--- config.mk ---
export PLATFORM = sky130hd
export DESIGN_NAME = indexed_list_insert_remove_unit
export DESIGN_NICKNAME = d
export VERILOG_FILES = /design/src/hdl/ilir_pkg.sv /design/src/hdl/ilir_ctrl.sv /design/src/hdl/ilir_datapath.sv /design/src/hdl/indexed_list_insert_remove_unit.sv
export SDC_FILE = /design/constraint.sdc
export NUM_CORES = 1
export LEC_CHECK = 0
export BUFFER_PORTS_ARGS = -buffer_cell sky130_fd_sc_hd__buf_2
export CAP_MARGIN = 20
export CORE_MARGIN = 2
export CORE_UTILIZATION = 35
export DETAILED_ROUTE_END_ITERATION = 6
export GPL_TIMING_DRIVEN = 0
export HOLD_SLACK_MARGIN = 0.15
export PLACE_DENSITY_LB_ADDON = 0.12
export SLEW_MARGIN = 20
export SYNTH_ARGS = -nofsm -noshare
export SYNTH_HDL_FRONTEND = slang
export SYNTH_HIERARCHICAL = 1
export SYNTH_SLANG_ARGS = --single-unit
export TNS_END_PERCENT = 20
--- constraint.sdc ---
create_clock -name clk -period 11.4 [get_ports clk]
set_input_delay 0.57 -clock clk [delete_from_list [all_inputs] [get_ports clk]]
set_output_delay 0.57 -clock clk [all_outputs]
set_load 0.02 [all_outputs]
--- src/hdl/ilir_pkg.sv ---
// Shared constants, codes and types of the indexed list insert/remove unit.
`default_nettype none

package ilir_pkg;

    localparam int CAPACITY = 16;
    localparam int POS_W    = 5;
    localparam int WORD_W   = 32;
    localparam int STAT_W   = 2;
    localparam int LEN_W    = 5;
    localparam int IDX_W    = (CAPACITY > 1) ? $clog2(CAPACITY) : 1;
    localparam int CNT_W    = $clog2(CAPACITY + 1);
    localparam int CMP_W    = (CNT_W > POS_W) ? CNT_W : POS_W;

    typedef enum logic [1:0] {
        CMD_APPEND = 2'd0,
        CMD_INSERT = 2'd1,
        CMD_GET    = 2'd2,
        CMD_REMOVE = 2'd3
    } cmd_t;

    localparam logic [STAT_W-1:0] ST_OK    = 2'd0;
    localparam logic [STAT_W-1:0] ST_RANGE = 2'd1;
    localparam logic [STAT_W-1:0] ST_FULL  = 2'd2;

    typedef struct packed {
        logic load;
    } dp_ctrl_t;

endpackage

`default_nettype wire

--- src/hdl/ilir_ctrl.sv ---
// Controller of the indexed list unit: input acceptance and output register state.
`default_nettype none

module ilir_ctrl (
    input  wire logic            clk,
    input  wire logic            rst_n,
    input  wire logic            in_valid,
    output logic                 in_stall,
    output logic                 out_valid,
    input  wire logic            out_stall,
    output ilir_pkg::dp_ctrl_t   ctrl
);
    import ilir_pkg::*;

    typedef enum logic {
        S_EMPTY,
        S_HOLD
    } state_t;

    state_t state_reg;
    state_t state_next;

    always_comb
    begin
        in_stall   = (state_reg == S_HOLD) && out_stall;
        ctrl.load  = in_valid && !in_stall;
        out_valid  = (state_reg == S_HOLD);
        state_next = state_reg;
        case (state_reg)
            S_EMPTY:
            begin
                if (ctrl.load)
                    state_next = S_HOLD;
            end
            S_HOLD:
            begin
                if (!out_stall && !ctrl.load)
                    state_next = S_EMPTY;
            end
            default: state_next = S_EMPTY;
        endcase
    end

    always_ff @(posedge clk or negedge rst_n)
    begin
        if (!rst_n)
            state_reg <= S_EMPTY;
        else
            state_reg <= state_next;
    end

endmodule

`default_nettype wire

--- src/hdl/ilir_datapath.sv ---
// Datapath of the indexed list unit: entry cells, count, checks and result register.
`default_nettype none

module ilir_datapath (
    input  wire logic                            clk,
    input  wire logic                            rst_n,
    input  wire ilir_pkg::dp_ctrl_t              ctrl,
    input  wire logic [1:0]                      command,
    input  wire logic [ilir_pkg::POS_W-1:0]      position,
    input  wire logic [ilir_pkg::WORD_W-1:0]     value_in,
    output logic      [ilir_pkg::WORD_W-1:0]     value_out,
    output logic      [ilir_pkg::STAT_W-1:0]     status,
    output logic      [ilir_pkg::LEN_W-1:0]      length_out
);
    import ilir_pkg::*;

    logic [WORD_W-1:0] entries_reg  [CAPACITY];
    logic [WORD_W-1:0] entries_next [CAPACITY];
    logic [WORD_W-1:0] below        [CAPACITY];
    logic [WORD_W-1:0] above        [CAPACITY];
    logic [CNT_W-1:0]  count_reg;
    logic [CNT_W-1:0]  count_next;
    logic [WORD_W-1:0] value_reg;
    logic [WORD_W-1:0] value_next;
    logic [STAT_W-1:0] status_reg;
    logic [STAT_W-1:0] status_next;
    logic [LEN_W-1:0]  length_reg;
    logic [LEN_W-1:0]  length_next;

    cmd_t              cmd;
    logic [CMP_W-1:0]  pos_ext;
    logic [CMP_W-1:0]  cnt_ext;
    logic [CMP_W-1:0]  put_pos;
    logic [CMP_W-1:0]  cnt_next_ext;
    logic              is_full;
    logic              do_put;
    logic              do_take;
    logic [WORD_W-1:0] read_word;

    genvar g;
    generate
        for (g = 0; g < CAPACITY; g++)
        begin : g_nbr
            if (g == 0)
            begin : g_first
                assign below[g] = '0;
            end
            else
            begin : g_below
                assign below[g] = entries_reg[g-1];
            end
            if (g == CAPACITY - 1)
            begin : g_last
                assign above[g] = '0;
            end
            else
            begin : g_above
                assign above[g] = entries_reg[g+1];
            end
        end
    endgenerate

    always_comb
    begin
        cmd       = cmd_t'(command);
        pos_ext   = CMP_W'(position);
        cnt_ext   = CMP_W'(count_reg);
        is_full   = (cnt_ext == CMP_W'(CAPACITY));
        put_pos   = (cmd == CMD_APPEND) ? cnt_ext : pos_ext;
        read_word = entries_reg[pos_ext[IDX_W-1:0]];

        status_next = ST_OK;
        case (cmd)
            CMD_APPEND:
            begin
                if (is_full)
                    status_next = ST_FULL;
            end
            CMD_INSERT:
            begin
                if (pos_ext > cnt_ext)
                    status_next = ST_RANGE;
                else if (is_full)
                    status_next = ST_FULL;
            end
            CMD_GET, CMD_REMOVE:
            begin
                if (pos_ext >= cnt_ext)
                    status_next = ST_RANGE;
            end
            default: status_next = ST_RANGE;
        endcase

        do_put  = ctrl.load && (status_next == ST_OK) &&
                  (cmd == CMD_APPEND || cmd == CMD_INSERT);
        do_take = ctrl.load && (status_next == ST_OK) && (cmd == CMD_REMOVE);

        count_next = count_reg;
        if (do_put)
            count_next = count_reg + CNT_W'(1);
        else if (do_take)
            count_next = count_reg - CNT_W'(1);

        for (int k = 0; k < CAPACITY; k++)
        begin
            entries_next[k] = entries_reg[k];
            if (do_put)
            begin
                if (CMP_W'(k) == put_pos)
                    entries_next[k] = value_in;
                else if (CMP_W'(k) > put_pos && CMP_W'(k) <= cnt_ext)
                    entries_next[k] = below[k];
            end
            else if (do_take)
            begin
                if (CMP_W'(k) >= pos_ext && CMP_W'(k) + CMP_W'(1) < cnt_ext)
                    entries_next[k] = above[k];
            end
        end

        value_next = '0;
        if (status_next == ST_OK && (cmd == CMD_GET || cmd == CMD_REMOVE))
            value_next = read_word;

        cnt_next_ext = CMP_W'(count_next);
        length_next  = cnt_next_ext[LEN_W-1:0];
    end

    always_ff @(posedge clk or negedge rst_n)
    begin
        if (!rst_n)
            count_reg <= '0;
        else
            count_reg <= count_next;
    end

    always_ff @(posedge clk)
    begin
        if (ctrl.load)
        begin
            for (int k = 0; k < CAPACITY; k++)
                entries_reg[k] <= entries_next[k];
            value_reg  <= value_next;
            status_reg <= status_next;
            length_reg <= length_next;
        end
    end

    assign value_out  = value_reg;
    assign status     = status_reg;
    assign length_out = length_reg;

endmodule

`default_nettype wire

--- src/hdl/indexed_list_insert_remove_unit.sv ---
// Top level of the indexed list unit: append, insert, get and remove by index.
//
//   channel | handshake          | payload
//   --------+--------------------+------------------------------------
//   input   | in_valid, in_stall | command, position, value_in
//   output  | out_valid,out_stall| value_out, status, length_out
//
// One transaction per cycle: every command completes in the cycle it is
// accepted, shifting the entry cells in place, and its result appears in
// the output register on the next cycle. The input stalls only while a held
// result is stalled. Reset clears the count and the output valid; entry
// cells are not cleared, as only entries below the count are ever read.
`default_nettype none

module indexed_list_insert_remove_unit (
    input  wire logic                            clk,
    input  wire logic                            rst_n,
    input  wire logic                            in_valid,
    output logic                                 in_stall,
    input  wire logic [1:0]                      command,
    input  wire logic [ilir_pkg::POS_W-1:0]      position,
    input  wire logic [ilir_pkg::WORD_W-1:0]     value_in,
    output logic                                 out_valid,
    input  wire logic                            out_stall,
    output logic      [ilir_pkg::WORD_W-1:0]     value_out,
    output logic      [ilir_pkg::STAT_W-1:0]     status,
    output logic      [ilir_pkg::LEN_W-1:0]      length_out
);
    import ilir_pkg::*;

    dp_ctrl_t ctrl;

    ilir_ctrl u_ctrl (
        .clk       (clk),
        .rst_n     (rst_n),
        .in_valid  (in_valid),
        .in_stall  (in_stall),
        .out_valid (out_valid),
        .out_stall (out_stall),
        .ctrl      (ctrl)
    );

    ilir_datapath u_datapath (
        .clk        (clk),
        .rst_n      (rst_n),
        .ctrl       (ctrl),
        .command    (command),
        .position   (position),
        .value_in   (value_in),
        .value_out  (value_out),
        .status     (status),
        .length_out (length_out)
    );

endmodule

`default_nettype wire

; ---- Word-level counts from Yosys, hierarchy flattened
; Memory sizes are Yosys's and may differ from the RTL's. A register that Yosys moved wholly into a read port is not among the register bits.
; Cells that the tools add are included.
[word_totals]
ff_bits = 13
in_bits = 43
latchBits = 0
mem_bits_rw = 512
memories = 1
rom_bits = 0
[classes]
magnitude_cmp = 66
shifts = 0
addsub = 2
div_mod_pow = 0
bitwise = 1
multipliers = 0
mux = 91
eq_ne = 19
reduce_logical = 49
[memory_table]
columns = name, depth, word_bits, rd, rd_clocked_by_memory_dff, wr, line
row1 = u_datapath.entries_reg, 16, 32, 17, 1, 16, ilir_datapath.sv:17  ; logic [WORD_W-1:0] entries_reg [CAPACITY];
[ops]
columns = operator, n
row1 = two-way mux 32 bit, 80
row2 = equality test 4 x 5 -> 1 bit (first input constant), 8
row3 = greater-or-equal comparator 4 x 5 -> 1 bit (first input constant), 8
row4 = greater-than comparator 4 x 5 -> 1 bit (first input constant), 8
row5 = less-or-equal comparator 4 x 5 -> 1 bit (first input constant), 8
row6 = less-than comparator 4 x 5 -> 1 bit (first input constant), 8
row7 = logical AND 1 bit, 39
row8 = equality test 3 x 5 -> 1 bit (first input constant), 4
row9 = greater-or-equal comparator 3 x 5 -> 1 bit (first input constant), 4
row10 = greater-than comparator 3 x 5 -> 1 bit (first input constant), 4
row11 = less-or-equal comparator 3 x 5 -> 1 bit (first input constant), 4
row12 = less-than comparator 3 x 5 -> 1 bit (first input constant), 4
row13 = two-way mux 5 bit, 3
row14 = equality test 2 x 5 -> 1 bit (first input constant), 2
row15 = greater-or-equal comparator 1 x 5 -> 1 bit (first input constant), 2
row16 = greater-or-equal comparator 2 x 5 -> 1 bit (first input constant), 2
row17 = greater-than comparator 1 x 5 -> 1 bit (first input constant), 2
row18 = greater-than comparator 2 x 5 -> 1 bit (first input constant), 2
row19 = less-or-equal comparator 1 x 5 -> 1 bit (first input constant), 2
row20 = less-or-equal comparator 2 x 5 -> 1 bit (first input constant), 2
row21 = less-than comparator 2 x 5 -> 1 bit (first input constant), 2
row22 = case mux 2 bit (3 select lines), 1
row23 = adder 5 x 1 -> 5 bit (second input constant), 1
row24 = equality test 1 x 5 -> 1 bit (first input constant), 1
row25 = 17 further kinds, 27

; ---- Longest topological paths before layout
[depth]
ltp_word = 9
depth_mapped = 14

; ---- Hierarchy
; Netlist, hierarchy kept.
[modules_own_cells]
columns = mod, cells_per_inst, area_per_inst_um2, n_inst
row1 = ilir_datapath, 2762, 32397.3, 1
row2 = ilir_ctrl, 4, 50.0, 1

; ---- Worst setup path after synthesis
; OpenSTA, ideal clock, no wires.
[synth_path]
path_type = in2reg
startpoint = input port out_stall
endpoint = memory u_datapath.entries_reg[10][0] (enable)
required_ns = 10.920
arrival_time_ns = 5.515
stages = 6
path_slack_ns = 5.405
setup_ns = 0.480
cell_sequence = a21boi_2 -> nand3_1 -> o32ai_1 -> clkbuf_1 -> nor2_1 -> a311oi_1
[synth_rtl]
columns = element, line
row1 = from (decl), indexed_list_insert_remove_unit.sv:24  ; input wire logic out_stall,
row2 = to (decl), ilir_datapath.sv:17

==> results.ini <==
[timing]
min_period_over_period_pct = 44.1
tightest_slew_ns = 1.26
hold_slack_ns = 0.237
setup_violations = 0
rsz0062_at_grt = false
slew_headroom_pct = 16.3
slew_violations = 0
min_period_ns = 5.03
hold_violations = 0
final.setup_skew_ns = 0.0209
clock.fmax_ghz = 0.199

[layout]
area_delta_synth_final_pct = 16.2
final_nets = 3029
nFillCells = 8746
largest_reg_flops = 512
drive_gt1_share_pct = 18.6
mostFrequentLayoutCells = nand2_1 (591), edfxtp_1 (551), mux2i_1 (454), o21ai_0 (431), buf_2 (170)
final_common_cell = nand2_1

[die]
die_w_um = 308
start_util_pct = 35.3
fp-row-count = 111
chipHeight_um = 308
top_level_ports = 84
die-area_um2 = 95200
core-area_um2 = 91800

[cts]
tritoncts = yes
worstSkewPairLatency_ns = 0.61
cts_root_buffer = clkbuf_16
clock-sinks = 557
clockBufferDepth = 3
cts_htree_levels = 3
cts_resized = 0
cts_buffers = 69
postCtsSetupBuffers = 0
cts.clk_slew.worst_paths_ns = 0.06

[critical_path]
startpoint = u_datapath/cnt_ext[4]
r2r-start = u_datapath/cnt_ext[4]
critical_path_class = flip-flop to flip-flop
path_cells = buf_1, clkinv_1, ha_1, nand4_1, o31a_1, o31ai_1, nand3_1, clkbuf_2, nor3_2, buf_4, buf_4, buf_4, buf_4
critPathMaxStageDelay_ns = 0.58
worst_setup_path_start_kind = flip-flop
worstPathRequired_ns = 11.72
cp_max_fo = 10
cp.arrival_ns = 5.34
endpoint_kind = flip-flop
cp_slowest_cell = nand3_1
cp_common_cell = buf_4

[grt]
grt_usage_pct = 28.9
grt_pass1_wl_um = 195000
grt_max_degree = 33
antenna_found_initial = 4
grt_pass1_vias = 25600
grt.overflow.total = 0

[yosys]
synth_enable_flop_cells = 551
synthCells = 2766
synth_nets = 2819
yosysUniqueCellTypes = 65
yosysWarnings = 6
synth_seq_cells = 557
ys.flop_type = edfxtp_1
seq_area_frac_synth_pct = 51.5
synthesis.area_um2 = 32400
avgSynthCellArea_um2 = 11.7
async_reset_ff_share_pct = 1.08

[flow_run]
maxCapViolCount = 0

[route]
drtAntennaViolNets = 0
drtIter0Drc = 3318
wl_per_cell_um = 32.3
post-route-drc-count = 0
num_vias = 25900
vias_per_cell = 6.07
drt_wl_total_um = 138000
drt_pass1_iterations = 6

[power]
p_per_area_nw_per_um2 = 174
leakage_uw = 0.0143
power_uw = 6570
vdd_drop_max_mv = 0.126

[place]
place.gp.congestion = 0.916
hpwlAfterDp_um = 99200
portBuffers = 82

[worst_hold_path]
hp-class = input port to flip-flop
min_from = out_stall

[status]
status = finished, final reports clean

==> path summary, 6_finish.rpt <==
path,slack (ns),endpoint,cells after the start
setup / recovery,6.37,u_datapath/entries_reg[12][13],13
max in group asynchronous,10.91,u_datapath/cnt_ext[0],2
hold / removal,0.24,u_ctrl/out_valid,2
setup reg to reg,6.37,u_datapath/entries_reg[12][13],13
hold reg to reg,0.55,u_datapath/entries_reg[14][29],2
min in group asynchronous,0.33,u_datapath/cnt_ext[4],2
==> cells in the mapped netlist (all sizes together) (4+ instances only) <==
library cell | number | area (um^2)
mux4 | 160 | 3600
or3 | 4 | 25.0
xnor2 | 4 | 35.0
mux2i | 454 | 4540
o21a | 4 | 30.0
ha | 10 | 125
nand4 | 5 | 31.3
buf | 146 | 833
nand2 | 591 | 2220
o2111ai | 5 | 43.8
nand3 | 45 | 230
clkbuf | 114 | 432
a31oi | 4 | 31.3
a211oi | 4 | 30.0
inv | 10 | 37.5
o21ai | 465 | 2340
nor3 | 20 | 171
edfxtp | 551 | 16500
nor2 | 27 | 104
a311oi | 5 | 43.8
a21oi | 52 | 260
dfrtp | 6 | 150
and3 | 32 | 200
==> where the power goes <==
| group | total, uW | internal (uW) | switching (uW) |
|---|---|---|---|
| sequential | 2610 | 2510 | 93.2 |
| combinational | 1790 | 523 | 1270 |
| clock | 2170 | 1250 | 918 |
| total | 6570 | 4290 | 2280 |
==> routing by layer <==
layer	GRT usage, %	up-vias	wire length [um]
li1	-	10800	-
met1	39.9	13400	58500
met2	45.4	1449	62600
met3	4.65	267	10900
met4	11.2	4	5830
met5	0.930	-	131
==> cell families (layout without fill, tap and decap cells) <==
logic type | count (synthesis) | count (layout) | share of synthesized area, %
XOR/XNOR | 4 | 4 | 0.108
AO/OA/AOI/OAI | 562 | 562 | 9.17
flip-flops | 557 | 557 | 51.5
AND/OR/NAND/NOR | 745 | 745 | 9.67
adder cells (fa/ha/maj) | 10 | 10 | 0.386
other | 0 | 2 | 0
buffers and inverters | 272 | 532 | 4.04
multiplexers | 616 | 616 | 25.2
==> final cells by class <==
class	count	area, um^2	share of cell area [%]
Antenna cell	2	5.00	0.0133
Buffer	260	1280	3.38
Clock buffer	91	1930	5.11
Clock inverter	30	233	0.617
Inverter	12	45.0	0.119
Multi-Input combinational cell	1937	14700	38.9
Sequential cell	557	16700	44.3
Tap cell	1243	1560	4.12
Timing Repair Buffer	139	1320	3.50
==> worst max-delay path: cells and delay by family (launching register included) <==
kind                     cells  cell delay, ns
AND/OR/NAND/NOR              3            1.02
buffers and inverters        7            2.33
flip-flops                   1            0.48
adder cells (fa/ha/maj)      1            0.44
AO/OA/AOI/OAI                2            0.41
==> repair_timing <==
item / CTS / global route
endpoints found under the hold margin: 7 / 0
setup endpoints to repair: 0 / 0
hold buffers: 2 / 0
==> stage by stage <==
step | cell area [um^2] | util, % | cells | TNS, ns | setup slack (ns)
floorplan | 32400 | - | 2766 | 0 | 5.40
global placement | 34400 | 37.5 | 4091 | -319.49 | -2.21
detailed placement | 35500 | 38.7 | 4143 | 0 | 6.44
CTS | 37700 | 41.0 | 4266 | 0 | 6.42
global route | 37700 | 41.1 | 4269 | 0 | 6.21
finish | 37700 | 41.1 | 4271 | 0 | 6.37
Power figures use the tool's default switching activity.
